==> src/hw/rtl/phu_pkg.sv <==
package phu_pkg;

	localparam int KIND_W = 4;
	localparam int PC_W = 32;
	localparam int REG_W = 5;

	localparam logic [KIND_W-1:0] KIND_NOP = 4'd0;
	localparam logic [KIND_W-1:0] KIND_RTYPE = 4'd1;
	localparam logic [KIND_W-1:0] KIND_ITYPE = 4'd2;
	localparam logic [KIND_W-1:0] KIND_LOAD = 4'd3;
	localparam logic [KIND_W-1:0] KIND_STORE = 4'd4;
	localparam logic [KIND_W-1:0] KIND_BRANCH = 4'd5;
	localparam logic [KIND_W-1:0] KIND_JUMP = 4'd6;
	localparam logic [KIND_W-1:0] KIND_JR = 4'd8;

	typedef enum logic [1:0] {
		CAUSE_NONE = 2'd0,
		CAUSE_LOAD_USE = 2'd1,
		CAUSE_CONTROL = 2'd2,
		CAUSE_JUMP = 2'd3
	} cause_t;

	typedef enum logic [1:0] {
		ENTRY_NOT_TAKEN = 2'd0,
		ENTRY_TAKEN = 2'd1,
		ENTRY_UNSET = 2'd2
	} entry_t;

	// what the hazard check hands to the slot sequencer for one item
	typedef struct packed {
		logic [1:0] bubbles;
		cause_t cause;
	} slot_req_t;

endpackage

==> src/hw/rtl/phu_if.sv <==
interface phu_instr_if import phu_pkg::*; ();
	logic valid;
	logic ready;
	logic [KIND_W-1:0] kind;
	logic [PC_W-1:0] pc;
	logic [REG_W-1:0] src_reg_a;
	logic [REG_W-1:0] src_reg_b;
	logic [REG_W-1:0] dest_reg;

	modport source (output valid, kind, pc, src_reg_a, src_reg_b, dest_reg, input ready);
	modport sink (input valid, kind, pc, src_reg_a, src_reg_b, dest_reg, output ready);
endinterface

interface phu_slot_if import phu_pkg::*; ();
	logic valid;
	logic ready;
	logic slot_is_bubble;
	cause_t cause;
	logic last;

	modport source (output valid, slot_is_bubble, cause, last, input ready);
	modport sink (input valid, slot_is_bubble, cause, last, output ready);
endinterface

==> src/hw/rtl/pipeline_hazard_unit_one_bit_predictor.sv <==
// Fetch-side hazard unit with a one-bit branch predictor.
// instr carries one fetched instruction per item (kind, pc, source and
// destination registers); slot carries the slots that item causes: zero,
// one or two bubbles, each with its cause, then one slot with last high
// that admits the instruction into the fetch stage.
// cfg_we/cfg_wdata write prediction_on at a clock edge. The user must do
// so only while the unit is idle; the block itself does not enforce this.
// The first slot of an item is shown on the cycle after it is accepted.
// With no hazards one item is taken every cycle while the receiver takes
// every slot; a load-use, branch mispredict or jump ahead adds bubbles.
// The history table is read one item ahead, when the branch itself is
// accepted, so its registered read port keeps that rate.
// Reset: fetch stage holds a nop at pc 0, prediction is off, and the
// history table is swept to unset, one entry a cycle, while instr.ready
// stays low.
// A stalled receiver holds the current slot; a new item is taken only in
// the cycle the admitting slot of the previous one is taken, or when the
// slot register is empty.
module pipeline_hazard_unit_one_bit_predictor import phu_pkg::*; #(
	parameter int TABLE_ENTRIES = 128
) (
	input logic clk,
	input logic arst_n,
	input logic cfg_we,
	input logic cfg_wdata,
	phu_instr_if.sink instr,
	phu_slot_if.source slot
);

	localparam int IDX_W = (TABLE_ENTRIES > 1) ? $clog2(TABLE_ENTRIES) : 1;

	logic pred_on_q;
	logic [KIND_W-1:0] fetch_kind_q;
	logic [PC_W-1:0] fetch_pc_q;
	logic [REG_W-1:0] fetch_dest_q;
	logic [IDX_W-1:0] fetch_idx_q;

	logic accept;
	logic can_take;
	logic bht_busy;
	entry_t bht_code;
	logic [IDX_W-1:0] next_idx;

	logic load_use;
	logic taken;
	logic miss;
	logic control;
	logic jump_ahead;
	logic bht_wr;
	slot_req_t req;

	assign accept = instr.valid && instr.ready;
	assign instr.ready = can_take && !bht_busy;

	always_ff @(posedge clk or negedge arst_n) begin
		if (!arst_n) begin
			pred_on_q <= 1'b0;
		end else if (cfg_we) begin
			pred_on_q <= cfg_wdata;
		end
	end

	always_ff @(posedge clk or negedge arst_n) begin
		if (!arst_n) begin
			fetch_kind_q <= KIND_NOP;
			fetch_pc_q <= '0;
			fetch_dest_q <= '0;
			fetch_idx_q <= '0;
		end else if (accept) begin
			fetch_kind_q <= instr.kind;
			fetch_pc_q <= instr.pc;
			fetch_dest_q <= instr.dest_reg;
			fetch_idx_q <= next_idx;
		end
	end

	always_comb begin
		load_use = 1'b0;
		if (fetch_kind_q == KIND_LOAD) begin
			if (instr.kind == KIND_RTYPE || instr.kind == KIND_BRANCH) begin
				load_use = fetch_dest_q == instr.src_reg_a || fetch_dest_q == instr.src_reg_b;
			end else if (instr.kind == KIND_ITYPE || instr.kind == KIND_STORE) begin
				load_use = fetch_dest_q == instr.src_reg_a;
			end
		end
	end

	// taken when the successor is not the fall-through address
	assign taken = instr.pc != (fetch_pc_q + PC_W'(4));
	assign miss = (pred_on_q && bht_code == ENTRY_TAKEN) ? !taken : taken;
	assign control = fetch_kind_q == KIND_BRANCH && miss;
	assign jump_ahead = fetch_kind_q == KIND_JUMP || fetch_kind_q == KIND_JR;
	assign bht_wr = accept && fetch_kind_q == KIND_BRANCH && pred_on_q;

	always_comb begin
		priority if (load_use) begin
			req.bubbles = 2'd1;
			req.cause = CAUSE_LOAD_USE;
		end else if (control) begin
			req.bubbles = 2'd2;
			req.cause = CAUSE_CONTROL;
		end else if (jump_ahead) begin
			req.bubbles = 2'd2;
			req.cause = CAUSE_JUMP;
		end else begin
			req.bubbles = 2'd0;
			req.cause = CAUSE_NONE;
		end
	end

	phu_index #(
		.ENTRIES(TABLE_ENTRIES),
		.IDX_W(IDX_W)
	) u_index (
		.pc(instr.pc),
		.idx(next_idx)
	);

	phu_bht #(
		.ENTRIES(TABLE_ENTRIES),
		.IDX_W(IDX_W)
	) u_bht (
		.clk(clk),
		.arst_n(arst_n),
		.wr_en(bht_wr),
		.wr_idx(fetch_idx_q),
		.wr_taken(taken),
		.rd_en(accept),
		.rd_idx(next_idx),
		.rd_code(bht_code),
		.busy(bht_busy)
	);

	phu_slot u_slot (
		.clk(clk),
		.arst_n(arst_n),
		.load(accept),
		.req(req),
		.can_take(can_take),
		.slot(slot)
	);

	a_no_accept_while_clearing: assert property (@(posedge clk) disable iff (!arst_n)
		accept |-> !bht_busy)
		else $error("item accepted during history table clear");

	a_clean_item_admits_next: assert property (@(posedge clk) disable iff (!arst_n)
		accept && req.bubbles == 2'd0 |=> slot.valid && slot.last && !slot.slot_is_bubble)
		else $error("hazard-free item not admitted on the next slot");

	a_bubble_has_cause: assert property (@(posedge clk) disable iff (!arst_n)
		slot.valid && slot.slot_is_bubble |-> slot.cause != CAUSE_NONE && !slot.last)
		else $error("bubble slot without a cause");

	a_update_only_on_branch: assert property (@(posedge clk) disable iff (!arst_n)
		bht_wr |-> !load_use && pred_on_q)
		else $error("history table written outside a predicted branch");

endmodule

==> src/hw/rtl/phu_index.sv <==
module phu_index import phu_pkg::*; #(
	parameter int ENTRIES = 128,
	parameter int IDX_W = 7
) (
	input logic [PC_W-1:0] pc,
	output logic [IDX_W-1:0] idx
);

	localparam int NIBS = (PC_W - 4) / 4;
	localparam int SUM_W = IDX_W + 3;

	// residue of each nibble of pc >> 4 at its weight, worked out at elaboration
	logic [IDX_W-1:0] res_tab [NIBS][16];
	logic [SUM_W-1:0] sum;
	logic [SUM_W-1:0] red;

	for (genvar i = 0; i < NIBS; i++) begin : g_nib
		for (genvar d = 0; d < 16; d++) begin : g_dig
			assign res_tab[i][d] = IDX_W'((d * (1 << (4 * i))) % ENTRIES);
		end
	end

	always_comb begin
		sum = '0;
		for (int i = 0; i < NIBS; i++) begin
			sum = sum + SUM_W'(res_tab[i][pc[4 * i + 4 +: 4]]);
		end
	end

	// sum stays below seven times the table size: take off the largest fitting multiple
	always_comb begin
		red = sum;
		for (int k = 1; k < NIBS; k++) begin
			if (sum >= SUM_W'(k * ENTRIES)) begin
				red = sum - SUM_W'(k * ENTRIES);
			end
		end
	end

	assign idx = red[IDX_W-1:0];

endmodule

==> src/hw/rtl/phu_bht.sv <==
module phu_bht import phu_pkg::*; #(
	parameter int ENTRIES = 128,
	parameter int IDX_W = 7
) (
	input logic clk,
	input logic arst_n,
	input logic wr_en,
	input logic [IDX_W-1:0] wr_idx,
	input logic wr_taken,
	input logic rd_en,
	input logic [IDX_W-1:0] rd_idx,
	output entry_t rd_code,
	output logic busy
);

	entry_t mem [ENTRIES];
	logic [IDX_W-1:0] clr_cnt_q;
	logic busy_q;
	entry_t rd_code_q;
	entry_t wr_code;

	assign wr_code = wr_taken ? ENTRY_TAKEN : ENTRY_NOT_TAKEN;

	always_ff @(posedge clk or negedge arst_n) begin
		if (!arst_n) begin
			busy_q <= 1'b1;
			clr_cnt_q <= '0;
		end else if (busy_q) begin
			clr_cnt_q <= clr_cnt_q + 1'b1;
			if (clr_cnt_q == IDX_W'(ENTRIES - 1)) begin
				busy_q <= 1'b0;
			end
		end
	end

	always_ff @(posedge clk) begin
		if (busy_q) begin
			mem[clr_cnt_q] <= ENTRY_UNSET;
		end else if (wr_en) begin
			mem[wr_idx] <= wr_code;
		end
	end

	// a lookup of the entry being updated this cycle sees the new outcome
	always_ff @(posedge clk or negedge arst_n) begin
		if (!arst_n) begin
			rd_code_q <= ENTRY_UNSET;
		end else if (rd_en) begin
			if (wr_en && wr_idx == rd_idx) begin
				rd_code_q <= wr_code;
			end else begin
				rd_code_q <= mem[rd_idx];
			end
		end
	end

	assign rd_code = rd_code_q;
	assign busy = busy_q;

endmodule

==> src/hw/rtl/phu_slot.sv <==
module phu_slot import phu_pkg::*; (
	input logic clk,
	input logic arst_n,
	input logic load,
	input slot_req_t req,
	output logic can_take,
	phu_slot_if.source slot
);

	logic valid_s1;
	logic [1:0] left_s1;
	cause_t cause_s1;
	logic done;

	assign done = left_s1 == 2'd0;
	assign can_take = !valid_s1 || (slot.ready && done);

	always_ff @(posedge clk or negedge arst_n) begin
		if (!arst_n) begin
			valid_s1 <= 1'b0;
		end else if (load) begin
			valid_s1 <= 1'b1;
		end else if (slot.valid && slot.ready && done) begin
			valid_s1 <= 1'b0;
		end
	end

	always_ff @(posedge clk) begin
		if (load) begin
			left_s1 <= req.bubbles;
			cause_s1 <= req.cause;
		end else if (slot.valid && slot.ready && !done) begin
			left_s1 <= left_s1 - 2'd1;
		end
	end

	assign slot.valid = valid_s1;
	assign slot.slot_is_bubble = !done;
	assign slot.cause = done ? CAUSE_NONE : cause_s1;
	assign slot.last = done;

endmodule

==> src/flat_wrapper.sv <==
// flat-port wrapper written by rule: the top's interface ports become plain ports
module pipeline_hazard_unit_one_bit_predictor_flat import phu_pkg::*;
#(
	parameter int TABLE_ENTRIES = 128
)
  (clk, arst_n, cfg_we, cfg_wdata, instr_valid, instr_kind, instr_pc, instr_src_reg_a, instr_src_reg_b, instr_dest_reg, instr_ready, slot_valid, slot_slot_is_bubble, slot_cause, slot_last, slot_ready);
  phu_instr_if instr_i ();
  phu_slot_if slot_i ();
  input logic clk;
  input logic arst_n;
  input logic cfg_we;
  input logic cfg_wdata;
  input wire logic [$bits(instr_i.valid)-1:0] instr_valid;
  input wire logic [$bits(instr_i.kind)-1:0] instr_kind;
  input wire logic [$bits(instr_i.pc)-1:0] instr_pc;
  input wire logic [$bits(instr_i.src_reg_a)-1:0] instr_src_reg_a;
  input wire logic [$bits(instr_i.src_reg_b)-1:0] instr_src_reg_b;
  input wire logic [$bits(instr_i.dest_reg)-1:0] instr_dest_reg;
  output wire logic [$bits(instr_i.ready)-1:0] instr_ready;
  output wire logic [$bits(slot_i.valid)-1:0] slot_valid;
  output wire logic [$bits(slot_i.slot_is_bubble)-1:0] slot_slot_is_bubble;
  output wire logic [$bits(slot_i.cause)-1:0] slot_cause;
  output wire logic [$bits(slot_i.last)-1:0] slot_last;
  input wire logic [$bits(slot_i.ready)-1:0] slot_ready;
  assign instr_i.valid = instr_valid;
  assign instr_i.kind = instr_kind;
  assign instr_i.pc = instr_pc;
  assign instr_i.src_reg_a = instr_src_reg_a;
  assign instr_i.src_reg_b = instr_src_reg_b;
  assign instr_i.dest_reg = instr_dest_reg;
  assign instr_ready = instr_i.ready;
  assign slot_valid = slot_i.valid;
  assign slot_slot_is_bubble = slot_i.slot_is_bubble;
  assign slot_cause = slot_i.cause;
  assign slot_last = slot_i.last;
  assign slot_i.ready = slot_ready;
  pipeline_hazard_unit_one_bit_predictor #(.TABLE_ENTRIES(TABLE_ENTRIES)) u_core (.clk(clk), .arst_n(arst_n), .cfg_we(cfg_we), .cfg_wdata(cfg_wdata), .instr(instr_i), .slot(slot_i));
endmodule
==> config.mk <==
export PLATFORM = sky130hd
export DESIGN_NAME = pipeline_hazard_unit_one_bit_predictor_flat
export DESIGN_NICKNAME = d
export VERILOG_FILES = /design/src/hw/rtl/phu_pkg.sv /design/src/hw/rtl/phu_if.sv /design/src/hw/rtl/pipeline_hazard_unit_one_bit_predictor.sv /design/src/hw/rtl/phu_index.sv /design/src/hw/rtl/phu_bht.sv /design/src/hw/rtl/phu_slot.sv /design/src/flat_wrapper.sv
export SDC_FILE = /design/constraint.sdc
export NUM_CORES = 1
export LEC_CHECK = 0
export ABC_AREA = 1
export BUFFER_PORTS_ARGS = -buffer_cell sky130_fd_sc_hd__buf_2
export CORE_MARGIN = 2
export CORE_UTILIZATION = 30
export CTS_CLUSTER_SIZE = 12
export DETAILED_ROUTE_END_ITERATION = 12
export GPL_TIMING_DRIVEN = 0
export PLACE_DENSITY = 0.5
export SYNTH_ARGS = -nofsm -noshare
export SYNTH_HDL_FRONTEND = slang
export SYNTH_SLANG_ARGS = --single-unit
==> constraint.sdc <==
create_clock -name clk -period 5.6 [get_ports clk]
set_input_delay 1.12 -clock clk [delete_from_list [all_inputs] [get_ports clk]]
set_output_delay 1.12 -clock clk [all_outputs]
set_load 0.01 [all_outputs]
==> results of run 1 <==
-- kinds of logic (layout without fill, tap and decap cells) --
| kind of cell | after synthesis | count (layout) | share of synthesized area, % |
|---|---|---|---|
| AO/OA/AOI/OAI | 252 | 252 | 10.3 |
| flip-flops | 313 | 313 | 60.8 |
| AND/OR/NAND/NOR | 767 | 767 | 21.9 |
| XOR/XNOR | 35 | 35 | 2.04 |
| adder cells (fa/ha/maj) | 3 | 3 | 0.250 |
| buffers and inverters | 170 | 293 | 4.69 |
-- metal layers --
metal | vias to the layer above | track usage (%) | share of wire (%)
li1 | 5475 | - | -
met5 | - | 0 | 0
met4 | 0 | 6.23 | 3.1
met2 | 542 | 31.0 | 46
met1 | 5815 | 25.6 | 43
met3 | 98 | 3.73 | 8.7
-- state kept, by name, summed over array words and instances, names as in the netlist --
| name | flops |
|---|---|
| u_core.u_bht.mem | 256 |
| u_core.fetch_pc_q | 26 |
| u_core.u_bht.clr_cnt_q | 7 |
| u_core.fetch_idx_q | 6 |
| u_core.fetch_dest_q | 5 |
| u_core.fetch_kind_q | 4 |
| u_core.u_bht.rd_code | 2 |
| u_core.u_slot.cause_s1 | 2 |
| u_core.u_slot.left_s1 | 2 |
| u_core.pred_on_q | 1 |
| u_core.u_bht.busy | 1 |
| u_core.u_slot.slot.valid | 1 |
-- power by group through the flow --
stage / clock (mW) / sequential, mW / combinational, mW
floorplan: 0 / 2.87 / 0.795
global placement: 0 / 2.93 / 1.13
detailed placement: 0 / 2.93 / 1.14
CTS: 2.31 / 2.89 / 1.15
global route: 2.40 / 2.91 / 1.29
finish: 2.28 / 2.88 / 1.14
-- metrics by stage --
stage | power, mW | setup TNS (ns) | cells | utilization, %
2_1_floorplan | 3.67 | 0 | 1540 | -
3_3_place_gp | 4.05 | -114.11 | 2262 | 32.8
3_5_place_dp | 4.07 | 0 | 2263 | 32.9
4_1_cts | 6.34 | 0 | 2327 | 35.2
5_1_grt | 6.60 | 0 | 2327 | 35.2
6_report | 6.30 | 0 | 2327 | 35.2
-- layout make-up --
class,count,area [um2],share of cell area [%]
Sequential cell,313,9140,52.8
Multi-Input combinational cell,1057,5170,29.9
Clock buffer,47,1000,5.81
Tap cell,664,831,4.80
Inverter,95,360,2.08
Buffer,75,347,2.00
Timing Repair Buffer,59,320,1.85
Clock inverter,17,120,0.695
-- synth_stat cells, drive strengths merged --
cell      n  share of area [%]
a21oi     4               0.13
a32o      1              0.067
buf      25                1.1
clkbuf   50                1.3
clkinv    4               0.11
dfrtp    51                8.5
dfstp     2               0.35
edfxtp  260                 52
ha        3               0.25
inv      91                2.3
nand2   310                8.1
nand3    85                3.0
nand3b    6               0.30
nand4     2              0.083
nor2    340                9.3
nor3     19               0.87
nor4      1              0.042
o211ai    9               0.45
o21a      1               0.10
o21ai   170                5.9
o21bai    4               0.22
o221ai   49                2.9
o22ai    14               0.58
or2       4               0.17
xnor2    10               0.58
xor2     25                1.5
-- worst max-delay path by stage --
stage | cells after the start | to | start
floorplan | 13 | u_core.u_bht.mem[0][0] | instr_pc[7]
global placement | 15 | u_core.u_bht.mem[88][0] | instr_pc[6]
detailed placement | 14 | u_core.u_bht.mem[125][0] | slot_ready
CTS | 14 | u_core.u_bht.mem[37][1] | slot_ready
global route | 15 | u_core.u_bht.mem[125][0] | u_core.u_slot.left_s1[0]
finish | 14 | u_core.u_bht.mem[117][0] | slot_ready
-- worst max-delay path, stage by stage --
cell	delay, ns
buf_2	0.10
nand2_1	0.06
nand2_2	0.06
nand2_2	0.12
nor2_8	0.06
nand2_4	0.11
buf_6	0.74
nand2_1	0.22
o21ai_4	0.21
inv_2	0.12
nor3_2	0.24
nand2_1	0.32
buf_6	0.29
nor2_1	0.15
==> impl_metrics.ini, run 1 <==
[die]
fp.dieH_um = 228
start_util_pct = 30.5
dieArea_um2 = 51900
chipWidth_um = 228
io_pins = 63
core_um2 = 49200
num_rows = 81

[power]
pwr_density_cell_nw_per_um2 = 365
p_int_mw = 4.34
worst_ir_drop_vdd_mv = 0.236
power_frac_comb_pct = 18.1
p_sw_mw = 1.96
p_seq_share_pct = 45.7
sw_frac_of_total_pct = 31.1
leakage_nw = 6.34
clockPowerShare_pct = 36.1

[routing]
vias_per_cell = 5.13
drtAntennaViolNets = 0
drc = 0
first_pass_iters = 5
drt_wl_total_um = 50400
vias = 11900
drt_iter0_drc = 1175
avgRoutedWirePerCell_um = 21.7

[setup_path]
r2r-end = u_core.u_bht.mem[117][0]
critPathArrivalTime_ns = 3.98
startpoint_type = input port
crit_required_ns = 5.84
r2r_setup_slack_ns = 1.89
reg2regPathDepth = 15
worstSetupPathType = input port to register
crit_fanout = 137
rr_startpoint = u_core.u_slot.left_s1[0]
end_kind = register

[finish]
nFillCells = 4989
n_antenna_cell = 0
drive_gt1_share_pct = 11.9
final_cell_mix = nor2_1, nand2_1, edfxtp_1
area_delta_synth_final_pct = 15.2
final_area_um2 = 17300
nNetsFinal = 1698
final_common_cell = nor2_1

[timing]
whs_ns = 0.469
min_period_ns = 3.74
min_period_over_period_pct = 66.9
maxSlewHeadroom_pct = 28.7
finalSetupViolCount = 0
finalHoldViolCount = 0
worst_pin_slew_ns = 1.07
fmax_mhz = 267
rsz0062_at_grt = false
finalClockSkew_ns = 0.0294
slew_viol_final = 0
setup_ws_ns = 1.86

[grt]
grt_remaining_overflow = 0
grt.total_usage_pct = 19.1
antenna_found_initial = 0
grt_pass1_wl_um = 74600
grt_max_degree = 138
grt_pass1_vias = 12000

[min_path]
min_path_cells = 2
worstHoldStart = u_core.u_bht.rd_code[1]
holdPathEnd = u_core.u_bht.rd_code[1]
min_path_type = register to register

[synthesis]
syn_area_per_cell_um2 = 9.75
syn_inst = 1540
synth_area_um2 = 15000
synth_seq_cells = 313
synth_warnings = 0
synthDistinctLibCells = 44
yosysSeqAreaShare_pct = 60.9
synth_fp_nets = 1600

[run_status]
status = complete, no violations

[cts]
cts_resized = 0
cts_tree = done
cts_hold_buf = 0
cts_setup_buffers = 0
ctsHtreeMaxLevel = 2
clk_pin_slew_worst_paths_ns = 0.06
insertion_delay_ns = 0.56
cts_buffers = 37
root_buffer = clkbuf_16
cts_buffer_depth = 3
clkSinkCount = 313

[placed_design]
post-dp-hpwl_um = 33200
gp_congestion = 0.938
post_dp_cell_area_um2 = 16200
dp_slack_ns = 1.26
io_buffers = 58

[run]
max-cap-violations = 0
Note: power is estimated with default switching activity, not from simulation.
==> inputs of run 2 (changes only) <==
clock period = 3.9 ns   (was 5.6 ns; I/O delays follow)
==> impl_metrics.ini, run 2 (synthesis gave the netlist of run 1 again) <==
[run_status]
status = complete, no violations

[setup_path]
path_buf_inv = 4
startpoint = u_core.u_slot.left_s1[0]
cp_cell_sequence = inv_1 > ha_1 > nand2_1 > nand2_2 > nand2_2 > nor2_8 > nand2_4 > buf_8 > nand2_1 > o21ai_4 > inv_2 > nor3_2 > nand2_1 > buf_6 > nor2_1
crit_fanout = 137
worstSetupPathType = register to register
crit_required_ns = 4.14
r2r-end = u_core.u_bht.mem[117][1]
startpoint_type = register
critPathMaxStageDelay_ns = 0.60
rr_startpoint = u_core.u_slot.left_s1[0]
slowest_stage = buf_8
end_kind = register
r2r_setup_slack_ns = 0.36
endpoint = u_core.u_bht.mem[117][1]
critPathArrivalTime_ns = 3.78
crit_cells = 15
path_delay_family = simple AND/OR/NAND/NOR gates
reg2regPathDepth = 15
critical-path-top-cell-by-count = nand2_1

[timing]
rsz0062_at_grt = false
finalClockSkew_ns = 0.0246
maxSlewHeadroom_pct = 31.0
finalHoldViolCount = 0
min_period_ns = 3.54
slew_viol_final = 0
worst_pin_slew_ns = 1.03
fmax_mhz = 283
finalSetupViolCount = 0
min_period_over_period_pct = 90.7

[finish]
largest_registers = u_core.u_bht.mem: 256 flops, u_core.fetch_pc_q: 26 flops, u_core.u_bht.clr_cnt_q: 7 flops
max_flop_register = u_core.u_bht.mem
final_common_cell = nor2_1
largest_register_ffs = 256
fin_util_pct = 35.2
area_delta_synth_final_pct = 15.2
drive_gt1_share_pct = 11.9
final_area_um2 = 17300
final_cell_mix = nor2_1, nand2_1, edfxtp_1
n_antenna_cell = 0
nNetsFinal = 1698

[cts]
cts_setup_buffers = 0
cts_resized = 0
cts_tree = done
root_buffer = clkbuf_16
cts_buffers = 37
insertion_delay_ns = 0.56
cts_hold_buf = 0
ctsHtreeMaxLevel = 2
cts_buffer_depth = 3
clk_pin_slew_worst_paths_ns = 0.06
clkSinkCount = 313

[die]
num_rows = 81
core_um2 = 49200
dieArea_um2 = 51900
io_pins = 63
start_util_pct = 30.5
fp.dieH_um = 228
chipWidth_um = 228

[grt]
grt_max_degree = 138
grt.total_usage_pct = 19.1
grt_remaining_overflow = 0
grt_pass1_vias = 12000
grt_pass1_wl_um = 74600
antenna_found_initial = 0

[routing]
drc = 0
first_pass_iters = 6
avgRoutedWirePerCell_um = 21.6
drt_iter0_drc = 1198
drtAntennaViolNets = 0
vias = 12000
drt_wl_total_um = 50300
vias_per_cell = 5.14

[power]
pwr_density_cell_nw_per_um2 = 523
worst_ir_drop_vdd_mv = 0.339
fin_total_pwr_mw = 9.05
leakage_nw = 6.34

[placed_design]
gp_congestion = 0.938
io_buffers = 58
post_dp_cell_area_um2 = 16200
post-dp-hpwl_um = 33200

[run]
max-cap-violations = 0

[min_path]
min_path_type = input port to asynchronous set/reset pin
run 2: cell count changes in the layout (fill, tap and decap cells not counted):
cell	previous run	this run
buf_8	0	1
buf_6	6	5
run 2: through the flow:
| stage | setup TNS, ns | cells | setup WS, ns | hold slack, ns |
|---|---|---|---|---|
| final | 0 | 2327 | 0.363 | 0.299 |
| after global routing | 0 | 2327 | 0.0771 | 0.353 |
| after CTS | 0 | 2327 | 0.141 | 0.435 |
| after detailed placement | -3.04 | 2263 | -0.103 | 0.459 |
| after global placement | -290.71 | 2262 | -2.26 | 0.460 |
| after floorplan | 0 | 1540 | 0.321 | 0.435 |
run 2: cell type report:
| type | count | area, um2 |
|---|---|---|
| Sequential cell | 313 | 9140 |
| Clock buffer | 47 | 1000 |
| Fill cell | 4990 | 31900 |
| Clock inverter | 17 | 120 |
| Buffer | 75 | 350 |
| Inverter | 95 | 360 |
| Multi-Input combinational cell | 1057 | 5170 |
| Timing Repair Buffer | 59 | 320 |
| Tap cell | 664 | 831 |
run 2: layer usage:
layer  GRT usage (%)  wire length, um  vias up
met2            31.0            22900      491
met3            3.73             4330       99
met5               0                0        -
met4            6.23             1490        0
met1            25.6            21500     5893
li1                -                -     5481
run 2: report_power, final:
| part | switching [mW] | internal, mW |
|---|---|---|
| Combinational | 1.10 | 0.542 |
| Sequential | 0.282 | 3.86 |
| Clock | 1.43 | 1.84 |
run 2: how the worst min path moves through the flow:
stage | cells past startpoint | slack [ns] | to
2_1_floorplan | 1 | 0.44 | u_core.u_bht.busy
3_3_place_gp | 2 | 0.46 | u_core.u_bht.rd_code[1]
3_5_place_dp | 2 | 0.46 | u_core.u_bht.rd_code[1]
4_1_cts | 3 | 0.43 | u_core.fetch_dest_q[4]
5_1_grt | 1 | 0.35 | u_core.fetch_pc_q[28]
6_report | 1 | 0.30 | u_core.fetch_pc_q[28]
==> inputs of run 3 (changes only) <==
REMOVE_ABC_BUFFERS = 1   (was default)
==> impl_metrics.ini, run 3 (synthesis gave the netlist of run 1 again) <==
[run_status]
status = complete, no violations

[setup_path]
end_kind = register
critPathMaxStageDelay_ns = 0.60
cp_cell_sequence = inv_1 > ha_1 > nand2_1 > nand2_2 > nand2_2 > nor2_8 > nand2_8 > inv_1 > nor2_1 > inv_1 > nand2_1 > nor2_1
crit_fanout = 28
critPathArrivalTime_ns = 3.76
startpoint_type = register
slowest_stage = nand2_1
worstSetupPathType = register to register
critical-path-top-cell-by-count = inv_1
crit_required_ns = 4.13

[die]
core_um2 = 49200
fp.dieH_um = 228
io_pins = 63
dieArea_um2 = 51900
num_rows = 81
chipWidth_um = 228
start_util_pct = 30.5

[finish]
drive_gt1_share_pct = 12.3
nNetsFinal = 1634
area_delta_synth_final_pct = 14.6
final_common_cell = nor2_1
max_flop_register = u_core.u_bht.mem
largest_register_ffs = 256
n_antenna_cell = 0
multi_input_area_um2 = 5220
final_area_um2 = 17200
final_cell_mix = nor2_1, nand2_1, edfxtp_1
largest_registers = u_core.u_bht.mem: 256 flops, u_core.fetch_pc_q: 26 flops, u_core.u_bht.clr_cnt_q: 7 flops
nFillCells = 4948
seq_area_um2 = 9140

[routing]
vias = 11100
drc = 0
avgRoutedWirePerCell_um = 17.8
drt_wl_total_um = 40300
first_pass_iters = 5
drt_iter0_drc = 758
vias_per_cell = 4.88
drtAntennaViolNets = 0

[grt]
grt_max_degree = 115
grt_remaining_overflow = 0
grt_pass1_wl_um = 62600
grt.total_usage_pct = 15.4
antenna_found_initial = 0
grt_pass1_vias = 11200

[timing]
setup_ws_ns = 0.362
finalHoldViolCount = 0
min_period_over_period_pct = 90.7
finalClockSkew_ns = 0.0316
whs_ns = 0.275
final.setup.tns_ns = 0
fmax_mhz = 283
finalSetupViolCount = 0
slew_viol_final = 0
worst_pin_slew_ns = 0.835
rsz0062_at_grt = false
maxSlewHeadroom_pct = 44.2
min_period_ns = 3.54

[placed_design]
post-dp-hpwl_um = 24000
io_buffers = 62
gp_congestion = 0.811
post_dp_cell_area_um2 = 16000
dp_slack_ns = -0.877

[cts]
ctsHtreeMaxLevel = 2
cts_buffers = 37
root_buffer = clkbuf_16
cts_hold_buf = 0
clkSinkCount = 313
clk_pin_slew_worst_paths_ns = 0.06
cts_buffer_depth = 3
cts_tree = done
insertion_delay_ns = 0.58

[power]
leakage_nw = 6.29
worst_ir_drop_vdd_mv = 0.270
pwr_density_cell_nw_per_um2 = 526

[min_path]
min_path_type = input port to asynchronous set/reset pin

[run]
max-cap-violations = 0
run 3: cell types whose count changed in the layout (fill, tap and decap cells not counted), moves of 5 or more:
cell | before | now
nand2_2 | 12 | 17
nand2_1 | 296 | 291
clkbuf_1 | 57 | 12
buf_1 | 7 | 0
buf_2 | 67 | 58
run 3: metal layers:
metal | up-vias | GRT usage, % | routed length, um
li1 | 5344 | - | -
met1 | 5431 | 20.5 | 18500
met2 | 243 | 25.4 | 18900
met3 | 56 | 2.65 | 2030
met4 | 0 | 5.08 | 903
met5 | - | 0 | 0
run 3: power breakdown:
part           internal [mW]  switching [mW]  leakage (nW)  total (mW)
Combinational          0.552            1.01          2.64        1.56
Sequential              3.86           0.277          3.09        4.14
Clock                   1.93            1.43         0.565        3.36
Total                   6.34            2.72          6.29        9.06
run 3: critical path, delay by kind of cell (launching register included):
kind / cells / cell delay [ns]
flip-flops: 1 / 0.36
AND/OR/NAND/NOR: 8 / 2.01
buffers and inverters: 3 / 0.60
adder cells (fa/ha/maj): 1 / 0.22
run 3: timing repair:
item,CTS,global route
resized for setup,3,9
cloned,0,2
pin swaps,0,1
setup buffers,0,0
setup endpoints to repair,156,308
run 3: area by class of cell:
class                           instances  area share [%]
Clock inverter                         18            1.08
Clock buffer                           50            5.72
Timing Repair Buffer                   68            2.80
Tap cell                              664            4.83
Inverter                               95            2.14
Sequential cell                       313            53.1
Multi-Input combinational cell       1059            30.3
run 3: path summary, 6_finish.rpt:
check | from | slack [ns] | cells after the start | endpoint
worst max-delay path | u_core.u_slot.left_s1[0] | 0.36 | 12 | u_core.u_bht.mem[35][0]
worst min-delay path | arst_n | 0.27 | 1 | u_core.fetch_pc_q[24]
worst max register to register | u_core.u_slot.left_s1[0] | 0.36 | 12 | u_core.u_bht.mem[35][0]
worst min register to register | u_core.u_bht.rd_code[1] | 0.47 | 2 | u_core.u_bht.rd_code[1]
max in group asynchronous | arst_n | 3.13 | 1 | u_core.fetch_dest_q[1]
min in group clk | instr_dest_reg[4] | 0.42 | 3 | u_core.fetch_dest_q[4]
run 3: through the flow:
stage,total power [mW],utilization (%),instances
after detailed placement,5.73,32.5,2196
after global placement,5.70,32.2,2191
after CTS,9.11,34.9,2264
after floorplan,5.22,-,1465
final,9.06,35.0,2267
after global routing,9.55,35.0,2267
